--- src/hdl/bsle_pkg.sv ---
`timescale 1ns / 1ps
`default_nettype none
// ----------------------------------------------------------------------------
// bsle_pkg
// Shared types and constants for the bounded shift list engine.
// ----------------------------------------------------------------------------
package bsle_pkg;

	localparam int DEPTH   = 16;
	localparam int WORD_W  = 32;
	localparam int IDX_W   = $clog2(DEPTH);
	localparam int CNT_W   = $clog2(DEPTH + 1);
	localparam int FOUND_W = IDX_W + 1;
	localparam int OP_W    = 3;
	localparam int POS_W   = 4;
	localparam int STAT_W  = 3;

	// s_tdata: value, position; padded to whole bytes
	localparam int S_DATA_BITS = WORD_W + POS_W;
	localparam int S_DATA_W    = ((S_DATA_BITS + 7) / 8) * 8;
	// m_tdata: found_index, read_data, fill_count, list_empty
	localparam int M_DATA_BITS = FOUND_W + WORD_W + CNT_W + 1;
	localparam int M_DATA_W    = ((M_DATA_BITS + 7) / 8) * 8;

	typedef logic signed [WORD_W-1:0] word_t;

	typedef enum logic [OP_W-1:0] {
		OP_APPEND  = 3'd0,
		OP_PREPEND = 3'd1,
		OP_DROP    = 3'd2,
		OP_DELETE  = 3'd3,
		OP_REMOVE  = 3'd4,
		OP_FIND    = 3'd5,
		OP_READ    = 3'd6
	} opcode_t;

	typedef enum logic [STAT_W-1:0] {
		ST_OK       = 3'd0,
		ST_FULL     = 3'd1,
		ST_EMPTY    = 3'd2,
		ST_RANGE    = 3'd3,
		ST_NOTFOUND = 3'd4
	} status_t;

	localparam logic signed [FOUND_W-1:0] NO_INDEX = '1;

	typedef enum logic [1:0] {
		CMD_HOLD,
		CMD_APPEND,
		CMD_PREPEND,
		CMD_CLOSE
	} cmd_kind_t;

	// command broadcast to every cell in the row
	typedef struct packed {
		cmd_kind_t        kind;
		logic [IDX_W-1:0] at;
		word_t            value;
	} cell_cmd_t;

endpackage
`default_nettype wire

--- src/hdl/bsle_cell.sv ---
`timescale 1ns / 1ps
`default_nettype none
// ----------------------------------------------------------------------------
// bsle_cell
// One list slot: holds one word, loads it from the input or a neighbor.
// ----------------------------------------------------------------------------
module bsle_cell (
	input  wire                          clk,
	input  wire logic [bsle_pkg::IDX_W-1:0] idx,
	input  bsle_pkg::cell_cmd_t          cmd,
	input  bsle_pkg::word_t              left,
	input  bsle_pkg::word_t              right,
	output bsle_pkg::word_t              entry,
	output logic                         match
);
	import bsle_pkg::*;

	word_t entry_q;

	always_ff @(posedge clk) begin
		case (cmd.kind)
			CMD_APPEND: begin
				if (idx == cmd.at) begin
					entry_q <= cmd.value;
				end
			end
			CMD_PREPEND: begin
				entry_q <= (idx == '0) ? cmd.value : left;
			end
			CMD_CLOSE: begin
				// slots at and above the gap take their right neighbor
				if (idx >= cmd.at) begin
					entry_q <= right;
				end
			end
			default: begin
				entry_q <= entry_q;
			end
		endcase
	end

	assign entry = entry_q;
	assign match = (entry_q == cmd.value);

endmodule
`default_nettype wire

--- src/hdl/bsle_ctrl.sv ---
`timescale 1ns / 1ps
`default_nettype none
// ----------------------------------------------------------------------------
// bsle_ctrl
// Decodes each word, keeps the fill count, drives the cell row and holds
// the result register.
// ----------------------------------------------------------------------------
module bsle_ctrl (
	input  wire                             clk,
	input  wire                             arst_n,
	input  wire                             in_valid,
	output logic                            in_ready,
	input  wire logic [bsle_pkg::OP_W-1:0]  opcode,
	input  bsle_pkg::word_t                 value,
	input  wire logic [bsle_pkg::POS_W-1:0] position,
	input  bsle_pkg::word_t                 entries [bsle_pkg::DEPTH],
	input  wire logic [bsle_pkg::DEPTH-1:0] eq_flags,
	output bsle_pkg::cell_cmd_t             cmd,
	output logic                            out_valid,
	input  wire                             out_ready,
	output logic [bsle_pkg::STAT_W-1:0]     status,
	output logic signed [bsle_pkg::FOUND_W-1:0] found_index,
	output bsle_pkg::word_t                 read_data,
	output logic [bsle_pkg::CNT_W-1:0]      fill_count,
	output logic                            list_empty
);
	import bsle_pkg::*;

	logic [CNT_W-1:0]           count_q;
	logic                       out_valid_q;
	status_t                    status_q;
	logic signed [FOUND_W-1:0]  found_q;
	word_t                      data_q;

	logic                       accept;
	logic [DEPTH-1:0]           hits;
	logic                       any_hit;
	logic [IDX_W-1:0]           hit_idx;
	logic [CNT_W-1:0]           pos_ext;
	logic                       is_full;
	logic                       no_entries;
	logic                       pos_ok;

	status_t                    status_d;
	logic signed [FOUND_W-1:0]  found_d;
	word_t                      data_d;
	logic [CNT_W-1:0]           count_d;
	cell_cmd_t                  cmd_d;

	assign in_ready   = !out_valid_q || out_ready;
	assign accept     = in_valid && in_ready;
	assign pos_ext    = CNT_W'(position);
	assign is_full    = (count_q == CNT_W'(DEPTH));
	assign no_entries = (count_q == '0);
	assign pos_ok     = (pos_ext < count_q);

	// only slots below the fill count take part in a search
	always_comb begin
		for (int i = 0; i < DEPTH; i++) begin
			hits[i] = eq_flags[i] && (CNT_W'(i) < count_q);
		end
	end

	// lowest matching slot wins
	always_comb begin
		hit_idx = '0;
		for (int i = DEPTH - 1; i >= 0; i--) begin
			if (hits[i]) begin
				hit_idx = IDX_W'(i);
			end
		end
	end

	assign any_hit = |hits;

	always_comb begin
		status_d    = ST_OK;
		found_d     = NO_INDEX;
		data_d      = '0;
		count_d     = count_q;
		cmd_d.kind  = CMD_HOLD;
		cmd_d.at    = '0;
		cmd_d.value = value;
		case (opcode_t'(opcode))
			OP_APPEND: begin
				if (is_full) begin
					status_d = ST_FULL;
				end else begin
					cmd_d.kind = CMD_APPEND;
					cmd_d.at   = count_q[IDX_W-1:0];
					count_d    = count_q + 1'b1;
				end
			end
			OP_PREPEND: begin
				if (is_full) begin
					status_d = ST_FULL;
				end else begin
					cmd_d.kind = CMD_PREPEND;
					count_d    = count_q + 1'b1;
				end
			end
			OP_DROP: begin
				if (no_entries) begin
					status_d = ST_EMPTY;
				end else begin
					count_d = count_q - 1'b1;
				end
			end
			OP_DELETE: begin
				if (no_entries) begin
					status_d = ST_EMPTY;
				end else if (!pos_ok) begin
					status_d = ST_RANGE;
				end else begin
					cmd_d.kind = CMD_CLOSE;
					cmd_d.at   = pos_ext[IDX_W-1:0];
					count_d    = count_q - 1'b1;
				end
			end
			OP_REMOVE: begin
				if (!any_hit) begin
					status_d = ST_NOTFOUND;
				end else begin
					found_d    = FOUND_W'(hit_idx);
					cmd_d.kind = CMD_CLOSE;
					cmd_d.at   = hit_idx;
					count_d    = count_q - 1'b1;
				end
			end
			OP_FIND: begin
				if (!any_hit) begin
					status_d = ST_NOTFOUND;
				end else begin
					found_d = FOUND_W'(hit_idx);
				end
			end
			OP_READ: begin
				if (no_entries) begin
					status_d = ST_EMPTY;
				end else if (!pos_ok) begin
					status_d = ST_RANGE;
				end else begin
					data_d = entries[pos_ext[IDX_W-1:0]];
				end
			end
			default: begin
				status_d = ST_OK;
			end
		endcase
		if (!accept) begin
			cmd_d.kind = CMD_HOLD;
		end
	end

	assign cmd = cmd_d;

	always_ff @(posedge clk or negedge arst_n) begin
		if (!arst_n) begin
			count_q     <= '0;
			out_valid_q <= 1'b0;
		end else begin
			if (accept) begin
				count_q     <= count_d;
				out_valid_q <= 1'b1;
			end else if (out_ready) begin
				out_valid_q <= 1'b0;
			end
		end
	end

	always_ff @(posedge clk) begin
		if (accept) begin
			status_q <= status_d;
			found_q  <= found_d;
			data_q   <= data_d;
		end
	end

	assign out_valid   = out_valid_q;
	assign status      = status_q;
	assign found_index = found_q;
	assign read_data   = data_q;
	assign fill_count  = count_q;
	assign list_empty  = (count_q == '0);

	a_count_bound: assert property (@(posedge clk) disable iff (!arst_n)
		count_q <= CNT_W'(DEPTH))
		else $error("fill count above depth");

	a_count_step: assert property (@(posedge clk) disable iff (!arst_n)
		accept |=> (count_q == $past(count_q) || count_q == $past(count_q) + 1'b1 ||
			count_q == $past(count_q) - 1'b1))
		else $error("fill count moved by more than one");

	a_count_idle: assert property (@(posedge clk) disable iff (!arst_n)
		!accept |=> $stable(count_q))
		else $error("fill count changed without a word");

	a_found_ok: assert property (@(posedge clk) disable iff (!arst_n)
		(out_valid_q && found_q != NO_INDEX) |-> status_q == ST_OK)
		else $error("found index with a failing status");

endmodule
`default_nettype wire

--- src/hdl/bounded_shift_list_engine_top.sv ---
`timescale 1ns / 1ps
`default_nettype none
// ----------------------------------------------------------------------------
// bounded_shift_list_engine_top
// Ordered list of signed words in a row of shifting cells.
// ----------------------------------------------------------------------------
// Every word on the slave side gives one result word on the master side. All
// cells shift and compare against the input at once, so one word per clock
// is sustained while the result register is drained, and the result is
// registered and appears in the cycle after acceptance. The fill count and
// status travel with every result; entries at or above the fill count are
// never read.
module bounded_shift_list_engine_top (
	input  wire         clk,
	input  wire         arst_n,
	input  wire         s_tvalid,
	output logic        s_tready,
	// [31:0] value, [35:32] position, upper bits zero
	input  wire  [39:0] s_tdata,
	// [2:0] opcode
	input  wire  [2:0]  s_tuser,
	output logic        m_tvalid,
	input  wire         m_tready,
	// [4:0] found_index, [36:5] read_data, [41:37] fill_count, [42] list_empty
	output logic [47:0] m_tdata,
	// [2:0] status
	output logic [2:0]  m_tuser
);
	import bsle_pkg::*;

	word_t                     entries [DEPTH];
	logic [DEPTH-1:0]          eq_flags;
	cell_cmd_t                 cmd;
	logic [STAT_W-1:0]         status;
	logic signed [FOUND_W-1:0] found_index;
	word_t                     read_data;
	logic [CNT_W-1:0]          fill_count;
	logic                      list_empty;

	for (genvar g = 0; g < DEPTH; g++) begin : g_cell
		word_t left_w;
		word_t right_w;
		if (g == 0) begin : g_first
			assign left_w = '0;
		end else begin : g_mid_l
			assign left_w = entries[g-1];
		end
		if (g == DEPTH - 1) begin : g_last
			assign right_w = '0;
		end else begin : g_mid_r
			assign right_w = entries[g+1];
		end
		bsle_cell u_cell (
			.clk   (clk),
			.idx   (IDX_W'(g)),
			.cmd   (cmd),
			.left  (left_w),
			.right (right_w),
			.entry (entries[g]),
			.match (eq_flags[g])
		);
	end

	bsle_ctrl u_ctrl (
		.clk         (clk),
		.arst_n      (arst_n),
		.in_valid    (s_tvalid),
		.in_ready    (s_tready),
		.opcode      (s_tuser[OP_W-1:0]),
		.value       (s_tdata[WORD_W-1:0]),
		.position    (s_tdata[WORD_W +: POS_W]),
		.entries     (entries),
		.eq_flags    (eq_flags),
		.cmd         (cmd),
		.out_valid   (m_tvalid),
		.out_ready   (m_tready),
		.status      (status),
		.found_index (found_index),
		.read_data   (read_data),
		.fill_count  (fill_count),
		.list_empty  (list_empty)
	);

	assign m_tuser = status;
	assign m_tdata = {{(M_DATA_W - M_DATA_BITS){1'b0}}, list_empty, fill_count,
		read_data, found_index};

endmodule
`default_nettype wire

--- config.mk ---
export PLATFORM = sky130hd
export DESIGN_NAME = bounded_shift_list_engine_top
export DESIGN_NICKNAME = d
export VERILOG_FILES = /design/src/hdl/bsle_pkg.sv /design/src/hdl/bsle_cell.sv /design/src/hdl/bsle_ctrl.sv /design/src/hdl/bounded_shift_list_engine_top.sv
export SDC_FILE = /design/constraint.sdc
export NUM_CORES = 1
export LEC_CHECK = 0
export BUFFER_PORTS_ARGS = -buffer_cell sky130_fd_sc_hd__buf_2
export CAP_MARGIN = 0
export CORE_MARGIN = 10
export CORE_UTILIZATION = 28
export CTS_CLUSTER_DIAMETER = 50
export DETAILED_ROUTE_END_ITERATION = 8
export GPL_TIMING_DRIVEN = 0
export PLACE_DENSITY_LB_ADDON = 0.05
export SETUP_SLACK_MARGIN = 0.2
export SLEW_MARGIN = 20
export SYNTH_ARGS = -nofsm -noshare
export SYNTH_HDL_FRONTEND = slang
export SYNTH_SLANG_ARGS = --single-unit
--- constraint.sdc ---
create_clock -name clk -period 7.5 [get_ports clk]
set_input_delay 0.375 -clock clk [delete_from_list [all_inputs] [get_ports clk]]
set_output_delay 0.375 -clock clk [all_outputs]
set_load 0.005 [all_outputs]
==> flow_metrics.py, run 1 <==
metrics = {
    "status": {
        "status": "complete, no violations",
    },
    "worst_setup_path": {
        "cp-start-kind": "flop",
        "critPathSlowestCell": "clkbuf_1",
        "arrival_ps": 7240,
        "critical_path_class": "flop to flop",
        "endpoint_kind": "flop",
        "crit_required_ps": 7970,
        "cp_slowest_stage_delay_ps": 840,
        "path_cells": "clkbuf_1 > a21oi_2 > or3_1 > nor4_1 > nand4_1 > nand4b_1 > o41ai_4 > a21oi_2 > clkbuf_1 > a21oi_1 > nand3_1 > o31ai_4 > buf_6 > buf_6 > buf_8",
        "cp_max_fo": 10,
    },
    "place": {
        "portBuffers": 58,
        "dp_slack_ps": 756,
        "gp_routability_congestion": 1.01,
        "hpwl_mm": 167,
        "placed_cells": 4249,
    },
    "timing": {
        "setup_viol": 0,
        "fin_setup_tns_ps": 0,
        "period_share_pct": 90.2,
        "relSlewSlack_pct": 10.8,
        "fin_hold_ws_ps": 128,
        "worst_pin_slew_ps": 1340,
        "fmax_mhz": 148,
        "skew_ps": 39.4,
        "setup_ws_ps": 734,
        "report.final.hold_viol_count": 0,
        "grt_setup_unrepaired": "false",
        "period_needed_ps": 6770,
        "drv_slew": 0,
    },
    "power": {
        "power.total_w": 0.0108,
        "p_per_area_nw_per_um2": 263,
        "power_leakage_nw": 13.7,
        "peakVddDrop_mv": 0.182,
    },
    "die": {
        "dieArea_um2": 136000,
        "die_h_um": 369,
        "die_width_um": 369,
        "ios": 100,
        "row_count": 128,
        "fp.coreArea_um2": 121000,
        "start_util_pct": 28.1,
    },
    "synth": {
        "synth_largest_area_cell": "edfxtp_1",
        "netlist_area_um2": 34100,
        "yosysTopAreaCellShare_pct": 48.6,
        "synth_cells": 2527,
        "yosys-top-cells-area": "edfxtp_1 (49%), a221o_1 (13%), mux4_2 (11%), xnor2_1 (7.2%), xor2_1 (6.1%)",
        "synth_edf_count": 552,
        "synth-main-ff-cell": "edfxtp_1",
        "synth.avg_cell_area_um2": 13.5,
        "async_flop_share_pct": 1.08,
        "netlist-cell-type-count": 69,
        "yosys_warnings": 0,
        "yosys_register_bits": 558,
        "ys_seq_area_share_pct": 49.0,
    },
    "clock_network": {
        "cts-buffers-inserted": 106,
        "cts_setup_buffers": 0,
        "clkTransAtPathRegs_ps": 50,
        "clkSinkCount": 558,
        "clock_path_buffers": 3,
        "htree_levels": 3,
        "insertion_delay_ps": 730,
        "cts_tree": "yes",
        "ctsResizeCount": 0,
        "root_buffer": "clkbuf_16",
    },
    "job": {
        "drv_cap": 0,
    },
    "detailed_routing": {
        "wl_met1_mm": 85.9,
        "drtIter0Drc": 4709,
        "route.detailed.drc": 0,
        "vias_per_cell": 6.34,
        "top_layer": "met5",
        "wl_per_cell_um": 47.0,
        "vias": 28257,
        "wl_mm": 210,
        "met2_length_mm": 88.0,
        "drt_pass1_iterations": 6,
        "met3WireLength_mm": 21.5,
        "ant_nets": 0,
    },
    "finish": {
        "num-nets-final": 2790,
        "layout-drive-gt1-share_pct": 23.1,
        "synthToLayoutAreaGrowth_pct": 20.0,
        "fin_cells": 4456,
        "layout_common_cells": "edfxtp_1 (552), a221o_1 (448), xnor2_1 (279)",
        "layout_commonest_cell": "edfxtp_1",
    },
    "grt": {
        "grt_usage_pct": 29.7,
        "grt_pass1_vias": 26860,
        "grt_max_degree": 43,
        "antenna_found_initial": 14,
        "grt-ovfl-total": 0,
        "grt_pass1_wl_mm": 270,
    },
    "hold_path": {
        "hold_class": "input pin to flop",
    },
}
[cells in the mapped netlist (20+ instances only)]
cell type  count
buf_4         67
nand2_1      129
mux4_2       160
nor2b_1       68
clkbuf_1      87
edfxtp_1     552
nor2_1        24
a221o_1      448
nor3_1        20
buf_2         86
xnor2_1      279
xor2_1       239
a21o_1        35
nor4_1        70
nand4_1       77
buf_1         23
[power breakdown]
part / switching, W / total, W / internal, W
Sequential: 0.000222 / 0.00386 / 0.00364
Combinational: 0.00129 / 0.00193 / 0.000635
Clock: 0.00191 / 0.00499 / 0.00308
[what timing repair did]
action / 4_1_cts / 5_1_grt
setup endpoints to repair: 0 / 0
hold buffers: 5 / 0
hold endpoints to repair: 7 / 0
[cell type report]
type                    count  area (um2)
fillers                 12026       80400
flip-flops and latches    558       16700
multi-input cells        1700       16200
clock buffers             115        2730
well taps                1625        2030
plain buffers             265        1410
repair buffers             98         928
clock inverters            83         868
inverters                   8        32.5
diodes                      4        10.0
[critical path: cells and delay by family, from the launching register on]
family                 cells  cell delay [ps]
flip-flops                 1              500
buffers and inverters      5             2120
AND/OR/NAND/NOR            5             2310
AO/OA/AOI/OAI              5             1560
[final timing paths]
check / from / endpoint / slack [ps] / cells past startpoint
max: u_ctrl.fill_count[4]$_DFFE_PN0P_ / g_cell[6].u_cell.entry[18]$_DFFE_PP_ / 730 / 15
min: s_tuser[2] / u_ctrl.status[2]$_DFFE_PP_ / 130 / 3
max reg2reg: u_ctrl.fill_count[4]$_DFFE_PN0P_ / g_cell[6].u_cell.entry[18]$_DFFE_PP_ / 730 / 15
min reg2reg: g_cell[14].u_cell.entry[29]$_DFFE_PP_ / g_cell[15].u_cell.entry[29]$_DFFE_PP_ / 620 / 1
max in group asynchronous: arst_n / u_ctrl.fill_count[1]$_DFFE_PN0P_ / 6190 / 4
min in group asynchronous: arst_n / u_ctrl.out_valid$_DFFE_PN0P_ / 540 / 3
[state kept, by name, indices dropped and copies added (netlist names)]
signal	count
g_cell.u_cell.entry	512
u_ctrl.read_data	32
u_ctrl.fill_count	5
u_ctrl.found_index	5
u_ctrl.status	3
u_ctrl.out_valid	1
[cell families after synthesis]
group                    after synthesis  synth area share, %
AO/OA/AOI/OAI                        559                 15.5
flip-flops                           558                 49.0
XOR/XNOR                             518                 13.3
AND/OR/NAND/NOR                      451                 7.24
buffers and inverters                273                 4.10
multiplexers                         161                 10.6
adder cells (fa/ha/maj)                6                0.220
other                                  1               0.0110
[layer usage]
metal  vias up  track usage, %
met1     14796            40.0
met2      2185            43.1
met3       426            7.49
li1      10848               -
met4         2            17.0
met5         -               0
[metrics by stage]
step / instance area, um2 / utilization (%)
after floorplan: 34100 / -
after global placement: 36500 / 30.0
after detailed placement: 37300 / 30.7
after CTS: 40900 / 33.7
after global routing: 40900 / 33.7
final: 40900 / 33.7
Note: power is estimated with default switching activity, not from simulation.
==> run 2, diff against run 1 <==
--- a/config.mk
+++ b/config.mk
@@ -6,7 +6,6 @@
 export NUM_CORES = 1
 export LEC_CHECK = 0
 export BUFFER_PORTS_ARGS = -buffer_cell sky130_fd_sc_hd__buf_2
-export CAP_MARGIN = 0
 export CORE_MARGIN = 10
 export CORE_UTILIZATION = 28
 export CTS_CLUSTER_DIAMETER = 50
==> constraint.sdc (replaced) <==
create_clock -name clk -period 6.26 [get_ports clk]
set_input_delay 0.313 -clock clk [delete_from_list [all_inputs] [get_ports clk]]
set_output_delay 0.313 -clock clk [all_outputs]
set_load 0.005 [all_outputs]
==> flow_metrics.py, run 2 (synthesized netlist as in run 1, its figures left out) <==
metrics = {
    "status": {
        "status": "finished, violations left",
        "violations": "negative setup slack",
    },
    "die": {
        "die_h_um": 369,
        "fp.coreArea_um2": 121000,
        "row_count": 128,
        "die_width_um": 369,
        "dieArea_um2": 136000,
        "start_util_pct": 28.1,
        "ios": 100,
    },
    "power": {
        "power.total_w": 0.0129,
        "power_leakage_nw": 13.8,
        "peakVddDrop_mv": 0.215,
        "p_per_area_nw_per_um2": 315,
    },
    "hold_path": {
        "hold_depth": 3,
        "hold_class": "input pin to flop",
        "whs_endpoint": "u_ctrl.status[2]$_DFFE_PP_",
        "hp-start": "s_tuser[2]",
    },
    "worst_setup_path": {
        "critPathSlowestCell": "clkbuf_1",
        "endpoint_kind": "flop",
        "critical_path_class": "flop to flop",
        "path_buf_inv": 3,
        "worstReg2RegStart": "u_ctrl.fill_count[4]$_DFFE_PN0P_",
        "reg2reg_slack_ps": -20,
        "r2r-end": "g_cell[13].u_cell.entry[4]$_DFFE_PP_",
        "reg2reg_depth": 11,
        "critical_path.top_delay_family": "simple AND/OR/NAND/NOR gates",
        "path_cells": "clkbuf_2 > a21oi_2 > or3_1 > nor4_1 > nand4_1 > nand4b_1 > o41ai_4 > a21oi_2 > clkbuf_1 > clkbuf_1 > a221o_1",
        "arrival_ps": 6850,
        "crit_required_ps": 6830,
        "cp_max_fo": 10,
        "cp-start-kind": "flop",
        "cp_slowest_stage_delay_ps": 1010,
    },
    "timing": {
        "fmax_mhz": 159,
        "report.final.hold_viol_count": 0,
        "setup_viol": 1,
        "setup_ws_ps": -15.2,
        "drv_slew": 0,
        "grt_setup_unrepaired": "true",
        "relSlewSlack_pct": 13.6,
        "period_needed_ps": 6280,
        "worst_pin_slew_ps": 1300,
        "period_share_pct": 100,
        "skew_ps": 43.1,
    },
    "clock_network": {
        "clkTransAtPathRegs_ps": 50,
        "clock_path_buffers": 3,
        "clkSinkCount": 558,
        "root_buffer": "clkbuf_16",
        "cts-buffers-inserted": 106,
        "htree_levels": 3,
        "insertion_delay_ps": 740,
        "cts_tree": "yes",
    },
    "detailed_routing": {
        "vias": 28502,
        "ant_nets": 0,
        "drt_pass1_iterations": 6,
        "drtIter0Drc": 4661,
        "wl_per_cell_um": 47.3,
        "wl_mm": 211,
        "vias_per_cell": 6.39,
        "route.detailed.drc": 0,
    },
    "finish": {
        "layout_commonest_cell": "edfxtp_1",
        "largest_reg_flops": 512,
        "layout-drive-gt1-share_pct": 23.6,
        "synthToLayoutAreaGrowth_pct": 20.3,
        "num-nets-final": 2793,
        "fillerInstances": 12018,
        "post-route-util_pct": 33.8,
        "layout_common_cells": "edfxtp_1 (552), a221o_1 (448), xnor2_1 (279)",
        "final_area_um2": 41000,
    },
    "place": {
        "dpl_cell_area_um2": 37300,
        "gp_routability_congestion": 1.01,
        "hpwl_mm": 167,
        "dp_slack_ps": -422,
        "portBuffers": 58,
    },
    "grt": {
        "grt_usage_pct": 29.9,
        "grt-ovfl-total": 0,
        "antenna_found_initial": 15,
        "grt_pass1_vias": 26959,
        "grt_max_degree": 43,
        "grt_pass1_wl_mm": 271,
    },
    "job": {
        "drv_cap": 0,
    },
}
==> run 2: changes by cell type in the layout (fill, tap and decap cells not counted), sizes merged <==
cell         before  now
buf             271  274
a31o              3    4
dlygate4sd3       5    4
==> run 2: repair_timing <==
item,4_1_cts,5_1_grt
pin swaps,0,2
endpoints found under the setup margin,633,30
endpoints found under the hold margin,7,0
hold buffers,4,0
cloned,1,0
resized for setup,15,1
setup buffers,0,3
==> run 2: worst min-delay path, stage by stage <==
cell	delay [ps]
buf_2	100
nand2b_1	120
nor2_1	130
==> run 2: routing by layer <==
layer | part of all wire [%] | vias up | GRT usage, % | wire length, um
li1 | - | 10857 | - | -
met1 | 41 | 15052 | 40.2 | 86600
met2 | 42 | 2190 | 43.5 | 89200
met3 | 10 | 397 | 7.47 | 21300
met4 | 6.4 | 6 | 16.6 | 13500
met5 | 0.019 | - | 0 | 40
==> run 2: where the power goes <==
group          switching, W  leakage (nW)  internal (W)
logic               0.00157          6.98      0.000769
registers          0.000265          5.10       0.00436
clock network       0.00229          1.70       0.00370
==> run 2: metrics by stage <==
| step | hold WS [ps] | std cells | TNS [ps] |
|---|---|---|---|
| final | 68.7 | 4459 | -15.2 |
| after global routing | 108 | 4455 | 0 |
| after CTS | 35.1 | 4452 | 0 |
| after detailed placement | 149 | 4249 | -37640 |
| after global placement | 147 | 4214 | -2653910 |
| after floorplan | 17.4 | 2531 | 0 |
==> run 2: worst max-delay path by stage <==
stage,end,cells after the start,startpoint
final,g_cell[13].u_cell.entry[4]$_DFFE_PP_,11,u_ctrl.fill_count[4]$_DFFE_PN0P_
after floorplan,g_cell[9].u_cell.entry[0]$_DFFE_PP_,12,u_ctrl.fill_count[3]$_DFFE_PN0P_
after global routing,g_cell[13].u_cell.entry[11]$_DFFE_PP_,16,u_ctrl.fill_count[3]$_DFFE_PN0P_
after detailed placement,g_cell[6].u_cell.entry[16]$_DFFE_PP_,16,s_tdata[14]
after CTS,g_cell[13].u_cell.entry[4]$_DFFE_PP_,11,u_ctrl.fill_count[4]$_DFFE_PN0P_
after global placement,g_cell[14].u_cell.entry[18]$_DFFE_PP_,12,u_ctrl.fill_count[4]$_DFFE_PN0P_
==> run 2: cell type report <==
class / count / area (um2) / share of cell area, %
Sequential cell: 558 / 16700 / 40.7
Buffer: 265 / 1420 / 3.45
Clock inverter: 83 / 868 / 2.12
Antenna cell: 4 / 10.0 / 0.0244
Inverter: 8 / 32.5 / 0.0793
Multi-Input combinational cell: 1701 / 16300 / 39.7
Clock buffer: 115 / 2730 / 6.65
Timing Repair Buffer: 100 / 953 / 2.32
Tap cell: 1625 / 2030 / 4.95
